$ cat config.mk
export PLATFORM = sky130hd
export DESIGN_NAME = softmax_vector_flat
export DESIGN_NICKNAME = d
export VERILOG_FILES = /design/src/rtl/smx_pkg.sv /design/src/rtl/smx_if.sv /design/src/rtl/smx_recip_div.sv /design/src/rtl/smx_datapath.sv /design/src/rtl/smx_ctrl.sv /design/src/rtl/softmax_vector.sv /design/src/flat_wrapper.sv
export SDC_FILE = /design/constraint.sdc
export NUM_CORES = 2
export LEC_CHECK = 0
export ABC_AREA = 1
export BUFFER_PORTS_ARGS = -buffer_cell sky130_fd_sc_hd__buf_2
export CAP_MARGIN = 20
export CORE_AREA = 2 2 362 436
export CTS_CLUSTER_SIZE = 14
export DETAILED_ROUTE_END_ITERATION = 8
export DIE_AREA = 0 0 364 438
export PLACE_DENSITY = 0.78
export SETUP_SLACK_MARGIN = 0.2
export SLEW_MARGIN = 20
export SYNTH_ARGS = -nofsm -noshare
export SYNTH_HDL_FRONTEND = slang
export SYNTH_SLANG_ARGS = --single-unit
$ cat constraint.sdc
create_clock -name clk -period 6.4 [get_ports clk]
set_input_delay 1.28 -clock clk [delete_from_list [all_inputs] [get_ports clk]]
set_output_delay 1.28 -clock clk [all_outputs]
set_load 0.03 [all_outputs]
$ cat src/rtl/smx_pkg.sv
// Package for the softmax block: widths, constants, command/status types and
// the 2^(-k/16) table. No dependencies.
package smx_pkg;

  localparam int MaxLen = 64;
  localparam int AddrW  = $clog2(MaxLen);
  localparam int CntW   = $clog2(MaxLen + 1);
  localparam int ScoreW = 16;
  localparam int ProbW  = 16;
  localparam int ExpW   = 17;
  localparam int SumW   = 23;
  localparam int RecipW = 17;

  localparam logic [16:0] Log2eQ16 = 17'd94548;
  localparam logic [15:0] Ln2Q16   = 16'd45426;

  // Commands from the controller to the datapath.
  typedef struct packed {
    logic             load;
    logic             clr_vec;
    logic             sum_clr;
    logic             rd_en;
    logic [AddrW-1:0] rd_addr;
    logic             rd_last;
    logic             out_pass;
    logic             div_start;
  } cmd_t;

  // Status from the datapath to the controller.
  typedef struct packed {
    logic [CntW-1:0] count;
    logic            pipe_busy;
    logic            div_busy;
    logic            out_valid;
  } status_t;

  // 2^(-k/16) in Q16.
  function automatic logic [16:0] exp2_tab(input logic [3:0] k);
    logic [16:0] v;
    begin
      case (k)
        4'd0:    v = 17'd65536;
        4'd1:    v = 17'd62757;
        4'd2:    v = 17'd60097;
        4'd3:    v = 17'd57548;
        4'd4:    v = 17'd55109;
        4'd5:    v = 17'd52773;
        4'd6:    v = 17'd50535;
        4'd7:    v = 17'd48393;
        4'd8:    v = 17'd46341;
        4'd9:    v = 17'd44376;
        4'd10:   v = 17'd42495;
        4'd11:   v = 17'd40693;
        4'd12:   v = 17'd38968;
        4'd13:   v = 17'd37316;
        4'd14:   v = 17'd35734;
        default: v = 17'd34219;
      endcase
      return v;
    end
  endfunction

endpackage

$ cat src/rtl/smx_if.sv
// Stream interfaces for the softmax block: score words in, probability words out.
// Depends on smx_pkg for the field widths.
interface smx_in_if;
  logic                           valid;
  logic                           ready;
  logic signed [smx_pkg::ScoreW-1:0] score;
  logic                           final_element;

  modport source (output valid, output score, output final_element, input ready);
  modport sink   (input valid, input score, input final_element, output ready);
endinterface

interface smx_out_if;
  logic                       valid;
  logic                       ready;
  logic [smx_pkg::ProbW-1:0]  probability;
  logic                       final_result;

  modport source (output valid, output probability, output final_result, input ready);
  modport sink   (input valid, input probability, input final_result, output ready);
endinterface

$ cat src/rtl/smx_recip_div.sv
// Bit-serial restoring divider that forms floor(2^32 / sum) as a Q16 reciprocal.
// Depends on smx_pkg for widths.
module smx_recip_div (
  input  logic                        clk,
  input  logic                        rst_n,
  input  logic                        start,
  input  logic [smx_pkg::SumW-1:0]    divisor,
  output logic                        busy,
  output logic [smx_pkg::RecipW-1:0]  recip
);

  logic [smx_pkg::SumW:0]        rem_r, rem_nxt;
  logic [smx_pkg::RecipW-1:0]    quo_r, quo_nxt;
  logic [5:0]                    bit_r, bit_nxt;
  logic                          busy_r, busy_nxt;
  logic                          zero_r, zero_nxt;
  logic [smx_pkg::SumW:0]        trial;
  logic                          dbit;
  logic                          qbit;

  // One quotient bit per cycle, dividend bit 32 set and all others clear.
  always_comb begin
    dbit    = (bit_r == 6'd32);
    trial   = {rem_r[smx_pkg::SumW-1:0], dbit};
    qbit    = (trial >= {1'b0, divisor});
    rem_nxt = rem_r;
    quo_nxt = quo_r;
    bit_nxt = bit_r;
    busy_nxt = busy_r;
    zero_nxt = zero_r;
    if (start) begin
      rem_nxt  = '0;
      quo_nxt  = '0;
      bit_nxt  = 6'd32;
      busy_nxt = 1'b1;
      zero_nxt = (divisor == '0);
    end else if (busy_r) begin
      rem_nxt = qbit ? (trial - {1'b0, divisor}) : trial;
      quo_nxt = {quo_r[smx_pkg::RecipW-2:0], qbit};
      bit_nxt = bit_r - 6'd1;
      if (bit_r == 6'd0) begin
        busy_nxt = 1'b0;
        if (zero_r) quo_nxt = '0;
      end
    end
  end

  always_ff @(posedge clk) begin
    if (!rst_n) begin
      busy_r <= 1'b0;
      quo_r  <= '0;
    end else begin
      busy_r <= busy_nxt;
      quo_r  <= quo_nxt;
    end
    rem_r  <= rem_nxt;
    bit_r  <= bit_nxt;
    zero_r <= zero_nxt;
  end

  assign busy  = busy_r;
  assign recip = quo_r;

endmodule

$ cat src/rtl/smx_datapath.sv
// Datapath of the softmax block: score memory, running max, exp pipeline,
// sum, reciprocal divider and output word register. Depends on smx_pkg.
module smx_datapath (
  input  logic                              clk,
  input  logic                              rst_n,
  input  smx_pkg::cmd_t                     cmd,
  output smx_pkg::status_t                  status,
  input  logic signed [smx_pkg::ScoreW-1:0] in_score,
  input  logic                              out_ready,
  output logic                              out_valid,
  output logic [smx_pkg::ProbW-1:0]         out_probability,
  output logic                              out_final
);

  localparam logic [smx_pkg::CntW-1:0] MaxLenC = smx_pkg::CntW'(smx_pkg::MaxLen);

  logic signed [smx_pkg::ScoreW-1:0] mem [smx_pkg::MaxLen];

  logic signed [smx_pkg::ScoreW-1:0] max_r;
  logic [smx_pkg::CntW-1:0]          cnt_r;
  logic [smx_pkg::SumW-1:0]          sum_r;

  logic                              v0_r, v1_r, v2_r, v3_r, v4_r;
  logic                              l0_r, l1_r, l2_r, l3_r, l4_r;
  logic signed [smx_pkg::ScoreW-1:0] rd_r;
  logic [32:0]                       t1_r;
  logic [11:0]                       a2_r;
  logic [3:0]                        k2_r, k3_r;
  logic [4:0]                        n2_r, n3_r;
  logic                              z2_r, z3_r;
  logic [16:0]                       f3_r;
  logic [smx_pkg::ExpW-1:0]          e4_r;

  logic                              store_en;
  logic [16:0]                       diff;
  logic [35:0]                       aprod;
  logic [23:0]                       asq;
  logic [33:0]                       vprod;
  logic [16:0]                       vval;
  logic [33:0]                       pprod;
  logic [smx_pkg::ProbW-1:0]         psat;

  logic                              out_valid_r;
  logic [smx_pkg::ProbW-1:0]         out_prob_r;
  logic                              out_last_r;

  logic                              div_busy;
  logic [smx_pkg::RecipW-1:0]        recip;

  assign store_en = cmd.load && (cnt_r < MaxLenC);

  // Score memory: written on load while not full, read one word per issue.
  always_ff @(posedge clk) begin
    if (store_en) mem[cnt_r[smx_pkg::AddrW-1:0]] <= in_score;
    if (cmd.rd_en) rd_r <= mem[cmd.rd_addr];
  end

  // Element count and running maximum.
  always_ff @(posedge clk) begin
    if (!rst_n) begin
      cnt_r <= '0;
      max_r <= 16'sh8000;
    end else if (cmd.clr_vec) begin
      cnt_r <= '0;
      max_r <= 16'sh8000;
    end else if (store_en) begin
      cnt_r <= cnt_r + 1'b1;
      if (in_score > max_r) max_r <= in_score;
    end
  end

  // Exp pipeline arithmetic.
  always_comb begin
    diff  = 17'({max_r[15], max_r}) - 17'({rd_r[15], rd_r});
    aprod = 36'(t1_r[19:0]) * 36'(smx_pkg::Ln2Q16);
    asq   = 24'(a2_r) * 24'(a2_r);
    vprod = 34'(smx_pkg::exp2_tab(k3_r)) * 34'(f3_r);
    vval  = vprod[32:16];
    pprod = 34'(e4_r) * 34'(recip);
    psat  = (pprod[33:32] != 2'b00) ? 16'hFFFF : pprod[31:16];
  end

  // Pipeline registers: stage one t = m*log2e, two a, three f, four e.
  always_ff @(posedge clk) begin
    if (!rst_n) begin
      v0_r <= 1'b0;
      v1_r <= 1'b0;
      v2_r <= 1'b0;
      v3_r <= 1'b0;
      v4_r <= 1'b0;
    end else begin
      v0_r <= cmd.rd_en;
      v1_r <= v0_r;
      v2_r <= v1_r;
      v3_r <= v2_r;
      v4_r <= v3_r;
    end
    l0_r <= cmd.rd_last;
    l1_r <= l0_r;
    l2_r <= l1_r;
    l3_r <= l2_r;
    l4_r <= l3_r;
    t1_r <= 33'(diff[15:0]) * 33'(smx_pkg::Log2eQ16);
    a2_r <= aprod[35:24];
    k2_r <= t1_r[23:20];
    n2_r <= t1_r[28:24];
    z2_r <= (t1_r[32:24] >= 9'd17);
    f3_r <= 17'd65536 - 17'(a2_r) + 17'(asq[23:17]);
    k3_r <= k2_r;
    n3_r <= n2_r;
    z3_r <= z2_r;
    e4_r <= z3_r ? '0 : (vval >> n3_r);
  end

  // Sum of exponentials during the sum pass.
  always_ff @(posedge clk) begin
    if (!rst_n) begin
      sum_r <= '0;
    end else if (cmd.sum_clr) begin
      sum_r <= '0;
    end else if (v4_r && !cmd.out_pass) begin
      sum_r <= sum_r + smx_pkg::SumW'(e4_r);
    end
  end

  smx_recip_div u_div (
    .clk     (clk),
    .rst_n   (rst_n),
    .start   (cmd.div_start),
    .divisor (sum_r),
    .busy    (div_busy),
    .recip   (recip)
  );

  // Output word register, loaded from the last exp stage in the scale pass.
  always_ff @(posedge clk) begin
    if (!rst_n) begin
      out_valid_r <= 1'b0;
    end else if (v4_r && cmd.out_pass) begin
      out_valid_r <= 1'b1;
    end else if (out_ready) begin
      out_valid_r <= 1'b0;
    end
    if (v4_r && cmd.out_pass) begin
      out_prob_r <= psat;
      out_last_r <= l4_r;
    end
  end

  assign out_valid       = out_valid_r;
  assign out_probability = out_prob_r;
  assign out_final       = out_last_r;

  assign status.count     = cnt_r;
  assign status.pipe_busy = v0_r | v1_r | v2_r | v3_r | v4_r;
  assign status.div_busy  = div_busy;
  assign status.out_valid = out_valid_r;

endmodule

$ cat src/rtl/smx_ctrl.sv
// Controller of the softmax block: load, sum, divide and scale passes.
// Depends on smx_pkg for the command and status types.
module smx_ctrl (
  input  logic              clk,
  input  logic              rst_n,
  input  logic              in_valid,
  input  logic              in_final,
  output logic              in_ready,
  input  logic              out_ready,
  input  smx_pkg::status_t  status,
  output smx_pkg::cmd_t     cmd
);

  localparam logic [2:0] ST_LOAD    = 3'd0;
  localparam logic [2:0] ST_SUM     = 3'd1;
  localparam logic [2:0] ST_SUMWAIT = 3'd2;
  localparam logic [2:0] ST_DIV     = 3'd3;
  localparam logic [2:0] ST_OUT     = 3'd4;
  localparam logic [2:0] ST_DRAIN   = 3'd5;

  logic [2:0]                state_r, state_nxt;
  logic [smx_pkg::AddrW-1:0] idx_r, idx_nxt;
  logic                      accept;
  logic                      at_last;
  logic                      out_free;

  assign accept   = in_valid && (state_r == ST_LOAD);
  assign at_last  = ({1'b0, idx_r} == (status.count - 1'b1));
  assign out_free = !status.pipe_busy && (!status.out_valid || out_ready);

  // Next state and command decode.
  always_comb begin
    state_nxt     = state_r;
    idx_nxt       = idx_r;
    cmd           = '0;
    cmd.rd_addr   = idx_r;
    cmd.load      = accept;
    cmd.out_pass  = (state_r == ST_OUT) || (state_r == ST_DRAIN);
    unique case (state_r)
      ST_LOAD: begin
        if (accept && in_final) begin
          cmd.sum_clr = 1'b1;
          idx_nxt     = '0;
          state_nxt   = ST_SUM;
        end
      end
      ST_SUM: begin
        cmd.rd_en = 1'b1;
        if (at_last) state_nxt = ST_SUMWAIT;
        else idx_nxt = idx_r + 1'b1;
      end
      ST_SUMWAIT: begin
        if (!status.pipe_busy) begin
          cmd.div_start = 1'b1;
          state_nxt     = ST_DIV;
        end
      end
      ST_DIV: begin
        if (!status.div_busy) begin
          idx_nxt   = '0;
          state_nxt = ST_OUT;
        end
      end
      ST_OUT: begin
        if (out_free) begin
          cmd.rd_en   = 1'b1;
          cmd.rd_last = at_last;
          if (at_last) state_nxt = ST_DRAIN;
          else idx_nxt = idx_r + 1'b1;
        end
      end
      ST_DRAIN: begin
        if (!status.pipe_busy) begin
          cmd.clr_vec = 1'b1;
          state_nxt   = ST_LOAD;
        end
      end
      default: begin
        state_nxt = ST_LOAD;
      end
    endcase
  end

  always_ff @(posedge clk) begin
    if (!rst_n) begin
      state_r <= ST_LOAD;
      idx_r   <= '0;
    end else begin
      state_r <= state_nxt;
      idx_r   <= idx_nxt;
    end
  end

  assign in_ready = (state_r == ST_LOAD);

endmodule

$ cat src/rtl/softmax_vector.sv
// Top level of the softmax block: controller plus datapath.
// Depends on smx_pkg, smx_if, smx_ctrl and smx_datapath.
//
//   Channel  Dir  Word contents
//   in_ch    in   score (signed Q8.8), final_element
//   out_ch   out  probability (unsigned Q0.16), final_result
//
// Each score word is taken while in_ch.ready is high. After the final word of a
// vector the block runs a sum pass over its elements, a bit-serial reciprocal
// divide, then a scale pass that reads each word once the exp pipeline is empty.
// Reset is synchronous and clears the vector; in_ch.ready is low while a vector
// is being computed, and a stalled out_ch holds the scale pass.
module softmax_vector (
  input  logic        clk,
  input  logic        rst_n,
  smx_in_if.sink      in_ch,
  smx_out_if.source   out_ch
);

  smx_pkg::cmd_t    cmd;
  smx_pkg::status_t status;
  logic             in_ready;

  smx_ctrl u_ctrl (
    .clk       (clk),
    .rst_n     (rst_n),
    .in_valid  (in_ch.valid),
    .in_final  (in_ch.final_element),
    .in_ready  (in_ready),
    .out_ready (out_ch.ready),
    .status    (status),
    .cmd       (cmd)
  );

  smx_datapath u_dp (
    .clk             (clk),
    .rst_n           (rst_n),
    .cmd             (cmd),
    .status          (status),
    .in_score        (in_ch.score),
    .out_ready       (out_ch.ready),
    .out_valid       (out_ch.valid),
    .out_probability (out_ch.probability),
    .out_final       (out_ch.final_result)
  );

  assign in_ch.ready = in_ready;

endmodule

$ cat src/flat_wrapper.sv
// flat-port wrapper written by rule: the top's interface ports become plain ports
module softmax_vector_flat 
  (clk, rst_n, in_ch_valid, in_ch_score, in_ch_final_element, in_ch_ready, out_ch_valid, out_ch_probability, out_ch_final_result, out_ch_ready);
  smx_in_if in_ch_i ();
  smx_out_if out_ch_i ();
  input  logic clk;
  input  logic rst_n;
  input wire logic [$bits(in_ch_i.valid)-1:0] in_ch_valid;
  input wire logic [$bits(in_ch_i.score)-1:0] in_ch_score;
  input wire logic [$bits(in_ch_i.final_element)-1:0] in_ch_final_element;
  output wire logic [$bits(in_ch_i.ready)-1:0] in_ch_ready;
  output wire logic [$bits(out_ch_i.valid)-1:0] out_ch_valid;
  output wire logic [$bits(out_ch_i.probability)-1:0] out_ch_probability;
  output wire logic [$bits(out_ch_i.final_result)-1:0] out_ch_final_result;
  input wire logic [$bits(out_ch_i.ready)-1:0] out_ch_ready;
  assign in_ch_i.valid = in_ch_valid;
  assign in_ch_i.score = in_ch_score;
  assign in_ch_i.final_element = in_ch_final_element;
  assign in_ch_ready = in_ch_i.ready;
  assign out_ch_valid = out_ch_i.valid;
  assign out_ch_probability = out_ch_i.probability;
  assign out_ch_final_result = out_ch_i.final_result;
  assign out_ch_i.ready = out_ch_ready;
  softmax_vector u_core (.clk(clk), .rst_n(rst_n), .in_ch(in_ch_i), .out_ch(out_ch_i));
endmodule
==> summary.md <==
| Metric | Value |
|---|---|
| First-pass DRT Iterations | `6` |
| Worst min path class | `flip-flop to flip-flop` |
| Crit Path Max Fanout | `5` |
| Clock root buffer master | `clkbuf_16` |
| DRC Markers | `0` |
| CP required | `7.03 ns` |
| Layout Utilization | `0.601` |
| Synthesis Warnings | `0` |
| Worst-case reg-to-reg path depth | `31` |
| Vias in the first global route | `64200` |
| Slew HR | `0.261` |
| Status | `finished clean` |
| DRT antenna net count | `0` |
| Startpoint types | `flip-flop` |
| CP Class | `flip-flop to flip-flop` |
| Worst setup path end | `u_core.u_dp.t1_r[30]` |
| Post-CTS Hold Fix Bufs | `0` |
| RR Startpoint | `u_core.u_dp.max_r[0]` |
| Number of placement rows | `around 160` |
| Final worst path period share | `0.955` |
| Die Y | `438 um` |
| Final Max Slew Viols | `0` |
| Prevailing post-synth register cell | `edfxtp_1` |
| Wire length of the first global-routing pass | `between 300 and 400 mm` |
| Clock Skew | `0.0466 ns` |
| Post-DP Area | `88200 sq um` |
| Fmax | `0.164 GHz` |
| Crit path largest cell delay | `0.54 ns` |
| Layout cells sized above 1 | `0.0868` |
| Synth top area share | `0.374` |
| Worst r2r dst | `u_core.u_dp.t1_r[30]` |
| Fill count | `12300` |
| Gpl congestion | `0.917` |
| Initial Utilization | `0.546` |
| Seq/Total Area, Yosys | `0.427` |
| Tot GR Track Use | `0.270` |
| CTS H-tree lvls | `4` |
| Reg clk slew, reported paths | `0.07 ns` |
| Post-synth EDFFs | `roughly 1100` |
| P&R area growth vs syn | `9.95%` |
| Critical Path AT | `6.74 ns` |
| Non-filler cells in the finished layout | `roughly 11000` |
| Worst Hold Slack | `0.322 ns` |
| Ports | `40` |
| Die area | `159000 sq um` |
| FF+latch count, synth | `1281` |
| TritonCTS Buffers | `131` |
| Unique cell type count in the Yosys netlist | `68` |
| CP top delay family | `adder cells` |
| Mapped cell area | `84900 sq um` |
| Worst-Margin Slew | `1.11 ns` |
| CP Depth | `31` |
| Cells after synthesis | `8682` |
| Largest cells by area after synthesis | `edfxtp_1 (37%), fa_1 (16%), ha_1 (9.0%)` |
| Die width | `364 um` |
| Routed length per instance | `19.6 um` |
| Commonest cells after routing, fill and taps aside | `inv_1 (1501), nand2_1 (1376), edfxtp_1 (1058)` |
| Crit. End Element | `flip-flop` |
| Synth area leader | `edfxtp_1` |
| RSZ-0062 raised after global routing | `yes` |
| Worst path slowest cell | `fa_1` |
| Initial antenna violation count | `5` |
| Area of the core | `155000 sq um` |
| Design area | `93300 sq um` |
| Largest net degree at the start of global routing | `245` |
| CTS tree | `done` |
| NumNets Final | `10100` |
| Commonest non-fill, non-tap cell in the layout | `inv_1` |
| Final hold viol count | `0` |
| Synthesized net count | `9991` |
| Min Tclk post-route | `6.11 ns` |
| Syn avg cell area | `9.78 sq um` |
| Final setup fails | `0` |
| Clock latency on the worst-skew pair | `0.78 ns` |
| Sink Count | `1281` |
| Vias | `62700` |
| CP Launch Point | `u_core.u_dp.max_r[0]` |
| # Max-Cap Violations | `0` |
| 1st-iter DRT viols | `6571` |
| R2R Setup Slk | `0.29 ns` |
| Vias per cell | `roughly 5.7` |
| Port Buffers | `39` |
| Buffer depth of the longest clock path | `3` |
| Final wirelength | `roughly 210 mm` |
| HPWL Detailed | `146 mm` |
| Placed Cells | `10700` |
| Post-synth ARST share | `0` |
| WP buf/inv | `8` |
| Gr ovfl total | `0` |
timing repair:
item,4_1_cts,5_1_grt
gates cloned,0,1
setup endpoints to repair,20,61
resized for setup,44,191
setup buffers,8,14
endpoints found under the hold margin,0,0
pin swaps,18,42
cell usage after synthesis (5+ instances only):
cell type,instances
a32o_1,8
buf_2,72
o21ai_0,669
dfxtp_1,223
clkinv_1,6
nand3b_1,5
buf_4,8
o21ai_1,18
and2_1,5
nor2_4,5
or2_2,5
o211ai_1,47
o221ai_1,98
inv_1,1519
buf_1,29
a21o_1,11
ha_1,609
nand2_1,1386
o22ai_1,161
o31ai_1,5
nor2_1,799
nand2_2,5
xnor2_1,66
o21a_1,9
o21bai_1,18
xor2_1,70
nor3_1,28
o21ai_2,5
nand3_1,257
nand4_1,90
a31oi_1,17
clkbuf_1,293
nor4_1,19
inv_2,6
a21oi_1,316
fa_1,679
edfxtp_1,1058
stage by stage:
stage	setup TNS, ns	setup slack, ns
6_report	0	0.286
5_1_grt	-0.0304	-0.0282
4_1_cts	0	0.179
3_5_place_dp	-0.419	-0.205
3_3_place_gp	-0.126	-0.126
2_1_floorplan	0	0.243
worst min-delay path by stage:
stage | endpoint | cells after the start | slack, ns | start
after global placement | u_core.u_dp.l4_r | 0 | 0.31 | u_core.u_dp.l3_r
after detailed placement | u_core.u_dp.z3_r | 0 | 0.31 | u_core.u_dp.z2_r
after CTS | u_core.u_dp.l3_r | 0 | 0.32 | u_core.u_dp.l2_r
final | u_core.u_dp.l3_r | 0 | 0.32 | u_core.u_dp.l2_r
after floorplan | u_core.u_dp.k2_r[0] | 0 | 0.31 | u_core.u_dp.t1_r[20]
after global routing | u_core.u_dp.l3_r | 0 | 0.33 | u_core.u_dp.l2_r
sequential cells by signal, summed over array words and instances (netlist names), 3 cells and up, named ones only:
name,count
u_core.u_dp.sum_r,23
u_core.u_dp.n2_r,5
u_core.u_dp.max_r,16
u_core.u_dp.a2_r,12
u_core.u_dp.n3_r,5
u_core.u_dp.cnt_r,7
u_core.u_dp.u_div.rem_r,23
u_core.u_dp.e4_r,17
u_core.u_ctrl.idx_r,6
u_core.u_dp.u_div.recip,17
u_core.u_dp.f3_r,17
u_core.u_dp.u_div.bit_r,6
u_core.u_dp.mem,1024
u_core.u_ctrl.state_r,3
u_core.u_dp.t1_r,31
u_core.u_dp.rd_r,16
u_core.u_dp.out_probability,16
u_core.u_dp.k2_r,4
cell type report:
type                            instances  area (sq um)  share of cell area
Clock inverter                         77           646             0.00692
Clock buffer                          161          3470              0.0372
Timing Repair Buffer                  336          2580              0.0277
Sequential cell                      1281         36400               0.390
Tap cell                             2093          2620              0.0281
Multi-Input combinational cell       5464         41900               0.449
Antenna cell                            1          2.50           0.0000268
Inverter                             1531          5760              0.0617
layer usage:
metal | vias to the layer above | part of all wire | track usage
met5 | - | 0.00014 | 0
met2 | 2841 | 0.49 | 0.463
li1 | 28600 | - | -
met1 | 30600 | 0.38 | 0.333
met4 | 4 | 0.052 | 0.135
met3 | 646 | 0.079 | 0.0404
kinds of logic (layout without fill, tap and decap cells):
kind of cell             after synthesis  after routing  synth area share
flip-flops                          1281           1281             0.427
AO/OA/AOI/OAI                       1412           1412            0.0951
adder cells (fa/ha/maj)             1288           1288             0.250
other                                  0              1                 0
XOR/XNOR                             139            139            0.0147
AND/OR/NAND/NOR                     2625           2625             0.126
buffers and inverters               1937           2105            0.0874
Power is left out: the tool's default activity adds up to more than one toggle a clock period on the data nets, which glitch-free logic cannot reach.
